<file path="config.mk">
export PLATFORM = sky130hd
export DESIGN_NAME = quadtree_image_decoder
export DESIGN_NICKNAME = d
export VERILOG_FILES = /design/src/rtl/core/qtd_pkg.sv /design/src/rtl/core/qtd_walker.sv /design/src/rtl/core/quadtree_image_decoder.sv
export SDC_FILE = /design/constraint.sdc
export NUM_CORES = 1
export LEC_CHECK = 0
export BUFFER_PORTS_ARGS = -buffer_cell sky130_fd_sc_hd__buf_2
export CAP_MARGIN = 40
export CORE_UTILIZATION = 55
export CTS_BUF_LIST = sky130_fd_sc_hd__clkbuf_8
export CTS_CLUSTER_DIAMETER = 60
export DETAILED_ROUTE_END_ITERATION = 16
export MAX_ROUTING_LAYER = met4
export PLACE_DENSITY = 0.84
export SYNTH_ARGS = -nofsm -noshare
export SYNTH_HDL_FRONTEND = slang
export SYNTH_HIERARCHICAL = 1
export SYNTH_SLANG_ARGS = --single-unit
</file>
<file path="constraint.sdc">
create_clock -name clk_i -period 6.3 [get_ports clk_i]
set_clock_uncertainty 0.15 [all_clocks]
set_input_delay 0.315 -clock clk_i [delete_from_list [all_inputs] [get_ports clk_i]]
set_output_delay 0.315 -clock clk_i [all_outputs]
set_load 0.02 [all_outputs]
</file>
<file path="src/rtl/core/qtd_pkg.sv">
// Shared constants and types for the quadtree image decoder.
// Used by qtd_walker and quadtree_image_decoder; depends on nothing.
package qtd_pkg;

  localparam int unsigned MAX_SIZE_LOG = 9;
  localparam int unsigned DEPTH_W      = $clog2(MAX_SIZE_LOG + 1);
  localparam int unsigned IDX_W        = (MAX_SIZE_LOG > 1) ? $clog2(MAX_SIZE_LOG) : 1;
  localparam int unsigned SIZE_W       = 4;
  localparam int unsigned COORD_W      = 9;
  localparam int unsigned COLOR_W      = 8;
  localparam int unsigned FAULT_W      = 2;
  localparam int unsigned BYTE_W       = 8;
  localparam int unsigned TDATA_W      = 48;

  localparam logic [BYTE_W-1:0] TAG_SPLIT = 8'h31;
  localparam logic [BYTE_W-1:0] TAG_LEAF  = 8'h30;

  localparam logic [FAULT_W-1:0] FAULT_NONE  = 2'd0;
  localparam logic [FAULT_W-1:0] FAULT_TAG   = 2'd1;
  localparam logic [FAULT_W-1:0] FAULT_SPLIT = 2'd2;

  typedef struct packed {
    logic [COORD_W-1:0] x;
    logic [COORD_W-1:0] y;
    logic [SIZE_W-1:0]  size_log;
    logic [COLOR_W-1:0] red;
    logic [COLOR_W-1:0] green;
    logic [COLOR_W-1:0] blue;
    logic [FAULT_W-1:0] fault;
    logic               done;
  } fill_t;

endpackage

</file>
<file path="src/rtl/core/qtd_walker.sv">
// Parser state, child stack and fill command generation for one byte per cycle in which step_i is high.
// Depends on qtd_pkg.
module qtd_walker (
  input  logic                        clk_i,
  input  logic                        rst_ni,
  input  logic                        cfg_we_i,
  input  logic [qtd_pkg::SIZE_W-1:0]  cfg_wdata_i,
  input  logic                        step_i,
  input  logic [qtd_pkg::BYTE_W-1:0]  byte_i,
  output logic                        emit_o,
  output qtd_pkg::fill_t              fill_o
);

  localparam logic [1:0] PH_TAG   = 2'd0;
  localparam logic [1:0] PH_RED   = 2'd1;
  localparam logic [1:0] PH_GREEN = 2'd2;
  localparam logic [1:0] PH_BLUE  = 2'd3;

  localparam logic [qtd_pkg::SIZE_W-1:0]  MAX_LOG   = qtd_pkg::SIZE_W'(qtd_pkg::MAX_SIZE_LOG);
  localparam logic [qtd_pkg::DEPTH_W-1:0] MAX_DEPTH = qtd_pkg::DEPTH_W'(qtd_pkg::MAX_SIZE_LOG);

  logic [qtd_pkg::SIZE_W-1:0]   root_q;
  logic [1:0]                   phase_q, phase_d;
  logic [qtd_pkg::COLOR_W-1:0]  red_q, red_d, green_q, green_d;
  logic [qtd_pkg::DEPTH_W-1:0]  depth_q, depth_d;
  logic [1:0]                   stack_q [qtd_pkg::MAX_SIZE_LOG];
  logic [1:0]                   stack_d [qtd_pkg::MAX_SIZE_LOG];

  logic [qtd_pkg::SIZE_W-1:0]   root_eff;
  logic [qtd_pkg::SIZE_W-1:0]   size_cur;
  logic [qtd_pkg::COORD_W-1:0]  pos_x, pos_y;
  logic                         pop_found;
  logic [qtd_pkg::IDX_W-1:0]    pop_idx;
  logic                         emit;
  logic [qtd_pkg::FAULT_W-1:0]  fault;
  logic [qtd_pkg::COLOR_W-1:0]  out_r, out_g, out_b;

  assign root_eff = (root_q > MAX_LOG) ? MAX_LOG : root_q;
  assign size_cur = (qtd_pkg::SIZE_W'(depth_q) < root_eff)
                  ? root_eff - qtd_pkg::SIZE_W'(depth_q) : '0;

  always_comb begin
    logic [qtd_pkg::SIZE_W-1:0] sh;
    pos_x = '0;
    pos_y = '0;
    for (int i = 0; i < qtd_pkg::MAX_SIZE_LOG; i++) begin
      sh = root_eff - qtd_pkg::SIZE_W'(i + 1);
      if ((qtd_pkg::DEPTH_W'(i) < depth_q) && (qtd_pkg::SIZE_W'(i) < root_eff)) begin
        pos_x = pos_x | (qtd_pkg::COORD_W'(stack_q[i][0]) << sh);
        pos_y = pos_y | (qtd_pkg::COORD_W'(stack_q[i][1]) << sh);
      end
    end
  end

  // Deepest level on the current path that still has a sibling to visit.
  always_comb begin
    pop_found = 1'b0;
    pop_idx   = '0;
    for (int i = 0; i < qtd_pkg::MAX_SIZE_LOG; i++) begin
      if ((qtd_pkg::DEPTH_W'(i) < depth_q) && (stack_q[i] != 2'd3)) begin
        pop_found = 1'b1;
        pop_idx   = qtd_pkg::IDX_W'(i);
      end
    end
  end

  always_comb begin
    emit    = 1'b0;
    fault   = qtd_pkg::FAULT_NONE;
    out_r   = '0;
    out_g   = '0;
    out_b   = '0;
    phase_d = phase_q;
    red_d   = red_q;
    green_d = green_q;
    depth_d = depth_q;
    stack_d = stack_q;
    if (step_i) begin
      unique case (phase_q)
        PH_TAG: begin
          if (byte_i == qtd_pkg::TAG_SPLIT) begin
            if ((size_cur == '0) || (depth_q >= MAX_DEPTH)) begin
              emit  = 1'b1;
              fault = qtd_pkg::FAULT_SPLIT;
            end else begin
              stack_d[depth_q[qtd_pkg::IDX_W-1:0]] = 2'd0;
              depth_d = depth_q + 1'b1;
            end
          end else if (byte_i == qtd_pkg::TAG_LEAF) begin
            phase_d = PH_RED;
          end else begin
            emit  = 1'b1;
            fault = qtd_pkg::FAULT_TAG;
          end
        end
        PH_RED: begin
          red_d   = byte_i;
          phase_d = PH_GREEN;
        end
        PH_GREEN: begin
          green_d = byte_i;
          phase_d = PH_BLUE;
        end
        PH_BLUE: begin
          emit  = 1'b1;
          out_r = red_q;
          out_g = green_q;
          out_b = byte_i;
        end
        default: begin
          phase_d = PH_TAG;
        end
      endcase
      if (emit) begin
        phase_d = PH_TAG;
        if (pop_found) begin
          depth_d          = qtd_pkg::DEPTH_W'(pop_idx) + 1'b1;
          stack_d[pop_idx] = stack_q[pop_idx] + 2'd1;
        end else begin
          depth_d = '0;
          for (int i = 0; i < qtd_pkg::MAX_SIZE_LOG; i++) begin
            stack_d[i] = 2'd0;
          end
        end
      end
    end
  end

  always_ff @(posedge clk_i or negedge rst_ni) begin
    if (!rst_ni) begin
      root_q  <= MAX_LOG;
      phase_q <= PH_TAG;
      depth_q <= '0;
      for (int i = 0; i < qtd_pkg::MAX_SIZE_LOG; i++) begin
        stack_q[i] <= 2'd0;
      end
    end else if (cfg_we_i) begin
      root_q  <= cfg_wdata_i;
      phase_q <= PH_TAG;
      depth_q <= '0;
      for (int i = 0; i < qtd_pkg::MAX_SIZE_LOG; i++) begin
        stack_q[i] <= 2'd0;
      end
    end else begin
      phase_q <= phase_d;
      depth_q <= depth_d;
      stack_q <= stack_d;
    end
  end

  always_ff @(posedge clk_i) begin
    red_q   <= red_d;
    green_q <= green_d;
  end

  assign emit_o          = emit;
  assign fill_o.x        = pos_x;
  assign fill_o.y        = pos_y;
  assign fill_o.size_log = size_cur;
  assign fill_o.red      = out_r;
  assign fill_o.green    = out_g;
  assign fill_o.blue     = out_b;
  assign fill_o.fault    = fault;
  assign fill_o.done     = emit && !pop_found;

  a_depth_max: assert property (@(posedge clk_i) disable iff (!rst_ni)
    depth_q <= MAX_DEPTH)
    else $error("depth beyond stack size");

  a_depth_root: assert property (@(posedge clk_i) disable iff (!rst_ni)
    qtd_pkg::SIZE_W'(depth_q) <= root_eff)
    else $error("depth beyond root size");

  a_done_root: assert property (@(posedge clk_i) disable iff (!rst_ni)
    emit && fill_o.done |=> depth_q == '0)
    else $error("image end did not return to root");

  a_blue_tag: assert property (@(posedge clk_i) disable iff (!rst_ni)
    step_i && (phase_q == PH_BLUE) |=> phase_q == PH_TAG)
    else $error("parser did not return to tag after blue byte");

endmodule

</file>
<file path="src/rtl/core/quadtree_image_decoder.sv">
// Top level of the quadtree image decoder: input stage, walker and output register.
// Depends on qtd_pkg and qtd_walker.
//
// The slave stream carries the encoded image one byte per item in tdata[7:0].
// The master stream carries one fill command per leaf, including skipped
// faulty leaves; tlast marks the leaf that completes the image, and tuser
// holds the fault code.
// The root size register is written through cfg_we_i and cfg_wdata_i; the user
// must write it only while the block is idle, which the block does not enforce,
// and each write restarts parsing at the root. An accepted byte is held in the
// input register until the walker can take it, and is then decoded by the
// walker; a fill command that it completes is registered in the output
// register, from which the master side presents it.
// The block takes one byte in every cycle while the receiver keeps up.
// When the receiver stalls, the output register holds its command, one more
// byte waits in the input register, and then s_axis_tready_o drops.
// After reset the root size is 512 pixels and the parser expects a tag byte
// at the root, with both registers empty.
module quadtree_image_decoder (
  input  logic                          clk_i,
  input  logic                          rst_ni,
  input  logic                          cfg_we_i,
  input  logic [qtd_pkg::SIZE_W-1:0]    cfg_wdata_i,
  input  logic                          s_axis_tvalid_i,
  output logic                          s_axis_tready_o,
  input  logic [qtd_pkg::BYTE_W-1:0]    s_axis_tdata_i,   // data_byte
  output logic                          m_axis_tvalid_o,
  input  logic                          m_axis_tready_i,
  // fill_x, fill_y, fill_size_log, red, green, blue, two zero bits
  output logic [qtd_pkg::TDATA_W-1:0]   m_axis_tdata_o,
  output logic [qtd_pkg::FAULT_W-1:0]   m_axis_tuser_o,   // fault
  output logic                          m_axis_tlast_o
);

  logic                        in_valid_q;
  logic [qtd_pkg::BYTE_W-1:0]  in_byte_q;
  logic                        out_valid_q;
  qtd_pkg::fill_t              out_q;
  logic                        advance;
  logic                        emit;
  qtd_pkg::fill_t              fill;

  assign advance         = in_valid_q && (!out_valid_q || m_axis_tready_i);
  assign s_axis_tready_o = !in_valid_q || advance;

  qtd_walker u_walker (
    .clk_i       (clk_i),
    .rst_ni      (rst_ni),
    .cfg_we_i    (cfg_we_i),
    .cfg_wdata_i (cfg_wdata_i),
    .step_i      (advance),
    .byte_i      (in_byte_q),
    .emit_o      (emit),
    .fill_o      (fill)
  );

  always_ff @(posedge clk_i or negedge rst_ni) begin
    if (!rst_ni) begin
      in_valid_q  <= 1'b0;
      out_valid_q <= 1'b0;
    end else begin
      if (s_axis_tvalid_i && s_axis_tready_o) begin
        in_valid_q <= 1'b1;
      end else if (advance) begin
        in_valid_q <= 1'b0;
      end
      if (advance && emit) begin
        out_valid_q <= 1'b1;
      end else if (m_axis_tready_i) begin
        out_valid_q <= 1'b0;
      end
    end
  end

  always_ff @(posedge clk_i) begin
    if (s_axis_tvalid_i && s_axis_tready_o) begin
      in_byte_q <= s_axis_tdata_i;
    end
    if (advance && emit) begin
      out_q <= fill;
    end
  end

  assign m_axis_tvalid_o = out_valid_q;
  assign m_axis_tdata_o  = {2'b00, out_q.blue, out_q.green, out_q.red,
                            out_q.size_log, out_q.y, out_q.x};
  assign m_axis_tuser_o  = out_q.fault;
  assign m_axis_tlast_o  = out_q.done;

endmodule
</file>
* After elaboration in Yosys (flattened, before gate mapping)
Cells that the tools add are included.
Storage, ports and cells: register bits after elaboration 103, input bits 17, output and inout port bits 53, logic and storage cells 241
Cells by class: $add $sub $neg 13, order comparisons 25, equal/unequal tests 17, shift operators 18, mux-type cells 79, bitwise operators 20, reductions and logical operators 44
Operators by type and width (count):
- 9-bit two-way mux | 18
- 1-bit by 4-bit left shift with 9-bit output | 18
- 18-bit two-way mux | 8
- 9-bit OR | 16
- 4-bit two-way mux | 10
- 3-bit by 4-bit < comparator with 1-bit output, first input constant | 8
- 2-bit two-way mux | 13
- 1-bit logical AND | 24
- 1-bit two-way mux | 20
- 18-bit AND | 1
- 18-bit bitwise mux | 1
- 2-bit != test, second input constant | 9
- 18-bit NOT | 1
- 2-bit demux with 4-bit select | 2
- 8-bit by 6-bit == test with 1-bit output, second input constant | 2
- 1-bit by 4-bit < comparator with 1-bit output, first input constant | 4
- 2-bit by 4-bit < comparator with 1-bit output, first input constant | 4
- 4-bit by 3-bit subtractor with 4-bit output, second input constant | 4
- 3-bit two-way mux | 4
- 5-bit >= comparator, second input constant | 2
- 5-bit by 1-bit < comparator with 1-bit output, second input constant | 2
- 4-bit NOT with 5-bit output | 2
- 4-bit by 1-bit adder with 4-bit output, second input constant | 2
- 2-bit binary-select mux with 4-bit select | 1
- other kinds (25) | 40

* Longest topological paths before layout
Gate-level depths: netlist of the first run.
depth in word-level cells 21, gate-level depth with buffers 17, depth with buffers taken out 14

* By module
The synthesis of the first run kept the hierarchy.
By module, submodules not included:
- qtd_walker | instances 1, cells each 546, area an instance 4300.4 um^2
- quadtree_image_decoder | instances 1, cells each 70, area an instance 1841.8 um^2

* Worst setup path before layout of the first run
Ideal clock, no wire load.
path type reg-to-reg, from reg u_walker/root_q[2] (netlist name), to reg out_q, in the netlist m_axis_tdata_o[0] (enable), library setup time 0.462 ns, data arrival time 5.139 ns, path slack 0.549 ns, stages on the path, launching flop included 17, buffers on the path 2, clock period less this slack 5.751 ns, cell sequence dfrtp_1 clkbuf_1 o21ai_0 nand2b_1 inv_1 buf_1 ha_1 inv_1 ha_1 nor2_1 a211oi_1 nor3_1 a22oi_4 a21oi_4 and2_1 nand2_1 nor2b_1
Between the ends: word-level cells in the longest chain between the ends 12
Ends and longest elaborated chain:
- from (decl) | line qtd_walker.sv:22 | logic [qtd_pkg::SIZE_W-1:0] root_q;
- from (signal assigned) | line qtd_walker.sv:138 | root_q <= cfg_wdata_i;
- 4-bit > comparator | line qtd_walker.sv:38 | assign root_eff = (root_q > MAX_LOG) ? MAX_LOG : root_q;
- 4-bit two-way mux * | line qtd_walker.sv:38
- 4-bit subtractor / 4-bit < comparator (equally long branches) | line qtd_walker.sv:40, qtd_walker.sv:39
- 4-bit two-way mux * | line qtd_walker.sv:40 | ? root_eff - qtd_pkg::SIZE_W'(depth_q) : '0;
- 4-bit zero test * | line qtd_walker.sv:82 | if ((size_cur == '0) || (depth_q >= MAX_DEPTH)) begin
- 1-bit logical OR * | line qtd_walker.sv:82
- 1-bit two-way mux * | line qtd_walker.sv:82
- 1-bit two-way mux * | line qtd_walker.sv:81 | if (byte_i == qtd_pkg::TAG_SPLIT) begin
- 1-bit one-hot mux with 2 select lines * | line qtd_walker.sv:79 | unique case (phase_q)
- 1-bit two-way mux * (2 in series) | line qtd_walker.sv:78 | if (step_i) begin
- net emit | line quadtree_image_decoder.sv:40 | logic emit;
- 1-bit logical AND * | line quadtree_image_decoder.sv:79 | if (advance && emit) begin
- to (signal assigned) | line quadtree_image_decoder.sv:80 | out_q <= fill;
- to (decl) | line quadtree_image_decoder.sv:38 | qtd_pkg::fill_t out_q;
The timed path passes the listed nets; every way through them passes the cells marked *. The select of a mux whose other input is x is not followed. A chain may end at the register's enable or synchronous reset.

* Worst setup path in the final report of the first run
from reg u_walker/root_q[3] (netlist name), to reg out_q, in the netlist m_axis_tdata_o[13] (enable)
The elaborated chain is that of the path after synthesis.

==> flow_summary_export.csv, run 1 <==
group,metric,value,unit
floorplan,fp.coreArea,0.0108,mm^2
power,power.switching,445,uW
finish,antenna_cells,0,
global_routing,grt_usage,0.321,
critical_path,crit_slowest_cell,"dfstp_2",
synthesis,yosysSeqAreaShare,0.480,
sta,clock.fmax,207,MHz
power,seqPwrFrac,0.553,
drt,wl,17.0,mm
drt,dr_wl_met2,7.87,mm
drt,routed.top_layer,"met4",
global_routing,grt_max_degree,50,
power,power.share.clock,0.289,
sta,fin_setup_tns,0,ps
critical_path,start_kind,"register",
finish,fin_nets,715,
finish,drive_above_1_share,0.173,
synthesis,synth_top_cell_by_area,"edfxtp_1",
clock_tree,clock-sinks,103,
floorplan,fp.dieW,108,um
power,power.leakage,0.00268,uW
global_routing,grt_pass1_vias,5028,
critical_path,critPathKind,"reg2reg",
sta,slew_viol_final,0,
critical_path,crit_path_cell_trace,"nand2b_1 > clkinv_1 > ha_1 > nor3b_1 > a2111oi_4 > xor2_2 > a22oi_4 > a21oi_4 > and2_1 > nand2_1 > nor2b_4 > buf_4",
clock_tree,cts_resized,0,
synthesis,synth_most_common_cell,"edfxtp_1",
synthesis,ys_ff_latch,103,
place,io_buffers,67,
power,p_int,991,uW
clock_tree,htree_num_levels,3,
drt,vias,5418,
clock_tree,ctsRootBufferMaster,"clkbuf_8",
sta,setup_viol,0,
drt,wl_met1,7.22,mm
synthesis,synth_edf_count,73,
synthesis,syn-cell-area,0.00614,mm^2
power,vdd_drop_max,0.000141,V
drt,drtPass1Iterations,5,
drt,drt_iter0_drc,564,
drt,wl_per_cell,20.7,um
synthesis,yosys-top-cells-count,"edfxtp_1, nand2_1, nor2_1, o21ai_0, inv_1",
synthesis,netlist.area_leader.share,0.357,
critical_path,cp-end-kind,"register",
critical_path,cp.arrival,4710,ps
hold_path,min_path_type,"in2reg",
sta,hold_viol_final,0,
place,hpwl,12.3,mm
drt,viasPerCell,6.58,
synthesis,dominantRegCellSynth,"edfxtp_1",
critical_path,critPathBufInv,2,
critical_path,cpLargestDelayFamily,"flip-flops",
drt,ant_nets,0,
synthesis,syn_inst,616,
global_routing,antenna_found_initial,0,
sta,min_period,4840,ps
drt,wl_met3,1.44,mm
clock_tree,cts_buffers,9,
sta,slew_headroom,0.463,
critical_path,max_stage_delay,960,ps
power,combPwrFrac,0.159,
sta,worst_pin_slew,800,ps
clock_tree,clockBufferDepth,2,
global_routing,grt_pass1_wl,27.2,mm
floorplan,placementRows,38,
power,swShare,0.310,
place,place_congestion,1.01,
floorplan,start_util,0.567,
critical_path,cp.required,6170,ps
finish,area_growth,11.5,%
finish,seqCellArea,0.00295,mm^2
finish,multi_input_area,0.00292,mm^2
synthesis,netlist_top_cells_area,"edfxtp_1, dfrtp_1, ha_1, nand2_1, o21ai_0",
drt,post-route-drc-count,0,
sta,min_period_over_period,0.768,
sta,rsz0062_at_grt,"no",
floorplan,dieArea,0.0116,mm^2
synthesis,synth-async-reset-ratio,0.291,
floorplan,die_y,108,um
critical_path,cp_max_fo,49,
synthesis,ys_warn_count,6,
job,maxCapViolCount,0,
synthesis,ys_types,85,
finish,fill_cells,888,
synthesis,syn_avg_cell_area,9.97,um^2
global_routing,grt.overflow.total,0,
status,status,"finished clean",
clock_tree,cts_tree,"done",
sta,hold_ws,15.7,ps
clock_tree,clk_pin_slew,110,ps
floorplan,io_pins,70,
clock_tree,clk_latency,380,ps
power,power_density,210,mW/mm^2
## cell families (layout without fill, tap and decap cells)
family	Yosys count	count (layout)	share of synthesized area
simple gates	230	230	0.190
compound gates	182	182	0.221
flops	103	103	0.480
buf+inv	69	135	0.0475
fa+ha+maj	20	20	0.0407
xor+xnor	6	6	0.0110
mux	5	5	0.00876
other cells	1	2	0.000611
## path summary, 6_finish.rpt
kind	start	end	slack (ps)	cells after the start
setup / recovery	u_walker/root_q[3]	m_axis_tdata_o[13]	1460	12
hold / removal	cfg_wdata_i[1]	u_walker/root_q[1]	20	3
setup reg to reg	u_walker/root_q[3]	m_axis_tdata_o[13]	1460	12
hold reg to reg	in_byte_q[7]	u_walker/green_q[7]	370	0
max in group asynchronous	rst_ni	u_walker/phase_q[0]	5150	2
min in group asynchronous	rst_ni	u_walker/depth_q[1]	370	2
## what timing repair did
item                                   in CTS  in global routing
buffers inserted                            0                  0
hold buffers                               10                  0
endpoints found under the hold margin      37                  0
## metrics by stage
stage               instances  setup slack (ps)   util  cell area (um^2)  power [uW]
finish                    823              1460  0.632              6850        1440
global route              823              1100  0.632              6850        1490
CTS                       823              1550  0.632              6850        1440
detailed placement        797              1560  0.605              6550        1030
global placement          795              1730  0.603              6530        1020
floorplan                 617               549      -              6150         955
## power by group through the flow
stage	Sequential, uW	Clock [uW]	Combinational (uW)
2_1_floorplan	824	0	131
3_3_place_gp	807	0	212
3_5_place_dp	808	0	220
4_1_cts	793	422	226
5_1_grt	798	444	248
6_report	794	414	228
## metal layers
metal | GRT usage | vias up
met4 | 0.116 | 0
met1 | 0.438 | 2610
met2 | 0.487 | 312
met5 | - | -
met3 | 0.0496 | 45
li1 | - | 2451
## layout by cell type, fill, tap and decap left out, types with 5 or more instances in the layout
master | synthesis | routed
nand2b_1 | 5 | 5
nand3_1 | 25 | 25
a22oi_1 | 7 | 7
o32ai_1 | 12 | 12
dfrtp_1 | 28 | 28
nor3_1 | 14 | 14
a21oi_1 | 25 | 25
clkbuf_8 | 0 | 9
nand2_1 | 59 | 59
edfxtp_1 | 73 | 73
and2_1 | 11 | 11
buf_2 | 2 | 68
nand4_1 | 10 | 10
nor2b_1 | 8 | 7
ha_1 | 20 | 20
o31ai_1 | 6 | 6
and3_1 | 29 | 29
o211ai_1 | 5 | 5
a31oi_1 | 16 | 16
dlygate4sd3_1 | 0 | 10
a211o_1 | 5 | 5
o21ai_0 | 41 | 41
nor2_1 | 48 | 48
a32oi_1 | 6 | 6
inv_1 | 36 | 36
## area by class of cell
| class | count | area share |
|---|---|---|
| clock buffers | 9 | 0.0181 |
| clock inverters | 7 | 0.0102 |
| repair buffers | 82 | 0.0698 |
| flip-flops and latches | 103 | 0.430 |
| well taps | 140 | 0.0256 |
| inverters | 37 | 0.0203 |
| multi-input cells | 445 | 0.426 |
## worst register-to-register path: stages (launching register included)
cell and delay, ps:
dfstp_2 960, nand2b_1 350, clkinv_1 300, ha_1 440, nor3b_1 200, a2111oi_4 400
xor2_2 350, a22oi_4 120, a21oi_4 290, and2_1 170, nand2_1 100, nor2b_4 120
buf_4 490
## sequential cells by signal (all words and copies together), names as in the netlist
signal,flops
m_axis_tvalid_o,1
u_walker/red_q,8
u_walker/depth_q,4
u_walker/phase_q,2
u_walker/root_q,4
m_axis_tuser_o,2
m_axis_tdata_o,46
in_valid_q,1
u_walker/stack_q,18
in_byte_q,8
u_walker/green_q,8
m_axis_tlast_o,1
Note: power is estimated with default switching activity, not from simulation.
==> inputs of run 2 (changes only) <==
- clock period: 6.3 -> 4.5 ns (I/O delays scaled with it)
==> run 2 against run 1 <==
Critical path depth is 1 higher. Setup slack worse by 950 ps. Critical endpoint is now u_walker/stack_q[10]. Sequential power increased by 39%. Cell count grew 1.9%. Maximum frequency increased by 21%. Largest power group unchanged. First-iteration DRC count fell by 9.0%. Register-to-register slack worse by 950 ps. Non-clock buffer count rose by 16. Combinational power up 54%. Core utilization increased by 1.8 points. Global-route usage grew 0.76 points.
==> flow_summary_export.csv, run 2 (synthesis results as in run 1) <==
group,metric,value,unit
power,p_int,1520,uW
clock_tree,ctsRootBufferMaster,"clkbuf_8",
clock_tree,htree_num_levels,3,
power,power_density,303,mW/mm^2
floorplan,dieArea,0.0116,mm^2
global_routing,grt_pass1_vias,5122,
sta,min_period_over_period,0.886,
power,power.share.clock,0.318,
floorplan,fp.coreArea,0.0108,mm^2
power,swShare,0.288,
place,hpwl,12.7,mm
clock_tree,clk_latency,390,ps
drt,drt_iter0_drc,513,
sta,clock.fmax,251,MHz
finish,antenna_cells,0,
clock_tree,cts_buffers,9,
sta,worst_pin_slew,845,ps
clock_tree,cts_tree,"done",
global_routing,grt_use_met3,0.0466,
drt,drtPass1Iterations,6,
drt,ant_nets,0,
critical_path,cp.required,4640,ps
global_routing,grt_usage,0.328,
drt,vias,5459,
sta,hold_viol_final,0,
finish,fin_cells,839,
drt,wl,17.7,mm
global_routing,top_usage_layer,"met2",
finish,final_cell_mix,"edfxtp_1, buf_2, nand2_1",
floorplan,start_util,0.567,
sta,setup_viol,0,
sta,slew_viol_final,0,
place,dp.cells,808,
job,maxCapViolCount,0,
clock_tree,cts_resized,0,
drt,viasPerCell,6.51,
clock_tree,clk_pin_slew,100,ps
sta,rsz0062_at_grt,"no",
critical_path,critPathKind,"reg2reg",
finish,fin_area,0.00704,mm^2
finish,drive_above_1_share,0.185,
power,seqPwrFrac,0.517,
sta,slew_headroom,0.435,
finish,largest_register_ffs,46,
clock_tree,clockBufferDepth,2,
sta,hold_ws,47.7,ps
status,status,"finished clean",
global_routing,globalRouteMet2Util,0.495,
power,vdd_drop_max,0.000239,V
global_routing,grt_max_degree,50,
place,io_buffers,67,
floorplan,placementRows,38,
critical_path,cp-end-kind,"register",
sta,fin_setup_tns,0,ps
sta,min_period,3990,ps
drt,post-route-drc-count,0,
place,post_dp_cell_area,0.00666,mm^2
finish,fin_nets,731,
global_routing,antenna_found_initial,0,
drt,wl_per_cell,21.2,um
hold_path,min_path_type,"in2reg",
floorplan,die_y,108,um
global_routing,grt_use_met1,0.450,
finish,area_growth,14.7,%
place,place_congestion,0.969,
critical_path,cp_max_fo,21,
critical_path,start_kind,"register",
clock_tree,clock-sinks,103,
power,combPwrFrac,0.165,
floorplan,fp.dieW,108,um
global_routing,grt.overflow.total,0,
power,power.switching,616,uW
power,power.leakage,0.00278,uW
floorplan,io_pins,70,
finish,mostFrequentLayoutCell,"edfxtp_1",
global_routing,grt_pass1_wl,27.6,mm
critical_path,cp.arrival,4130,ps
[run 2: per-stage QoR]
stage | setup slack (ps) | total power [uW] | util
floorplan | 220 | 1340 | -
global placement | 762 | 1440 | 0.611
detailed placement | 592 | 1460 | 0.614
CTS | 561 | 2140 | 0.650
global route | 263 | 2210 | 0.650
finish | 512 | 2140 | 0.650
[run 2: layout make-up]
class                   count  area [um^2]
fillers                   872         3800
flip-flops and latches    103         2950
multi-input cells         445         2920
repair buffers             98          636
well taps                 140          175
inverters                  37          139
clock buffers              10          138
clock inverters             6         95.1
[run 2: path summary, 6_finish.rpt]
path                                          from              endpoint  slack (ps)  depth (start not counted)
min in group asynchronous                   rst_ni    u_walker/root_q[1]         310                          2
worst max register to register  u_walker/root_q[3]  u_walker/stack_q[10]         510                         13
max in group asynchronous                   rst_ni   u_walker/phase_q[0]        3400                          2
worst min-delay path               m_axis_tready_i       m_axis_tvalid_o          50                          3
worst min register to register        in_byte_q[4]   u_walker/green_q[4]         360                          0
worst max-delay path            u_walker/root_q[3]  u_walker/stack_q[10]         510                         13
[run 2: worst max-delay path, stage by stage (launching register included)]
cell	delay, ps
dfstp_2	750
and2b_1	310
xnor2_1	360
inv_1	110
ha_1	240
and2_1	160
a211oi_1	370
nor3_1	170
a22oi_4	210
a21oi_4	80
buf_4	180
a21o_1	270
buf_4	220
o32ai_1	280
[run 2: metal layers]
metal	part of all wire	wire length [um]
met2	0.47	8370
met5	0	0
met1	0.42	7430
met4	0.019	346
met3	0.090	1600
[run 2: timing repair]
action	in CTS	in global routing
hold buffers	15	0
hold endpoints to repair	41	0
setup buffers	0	0
[run 2: power groups by stage]
stage                     Combinational [uW]  Sequential [uW]  Clock (uW)
after global routing                     373             1110         727
after CTS                                345             1100         690
final                                    352             1100         679
after floorplan                          185             1150           0
after detailed placement                 333             1120           0
after global placement                   319             1120           0
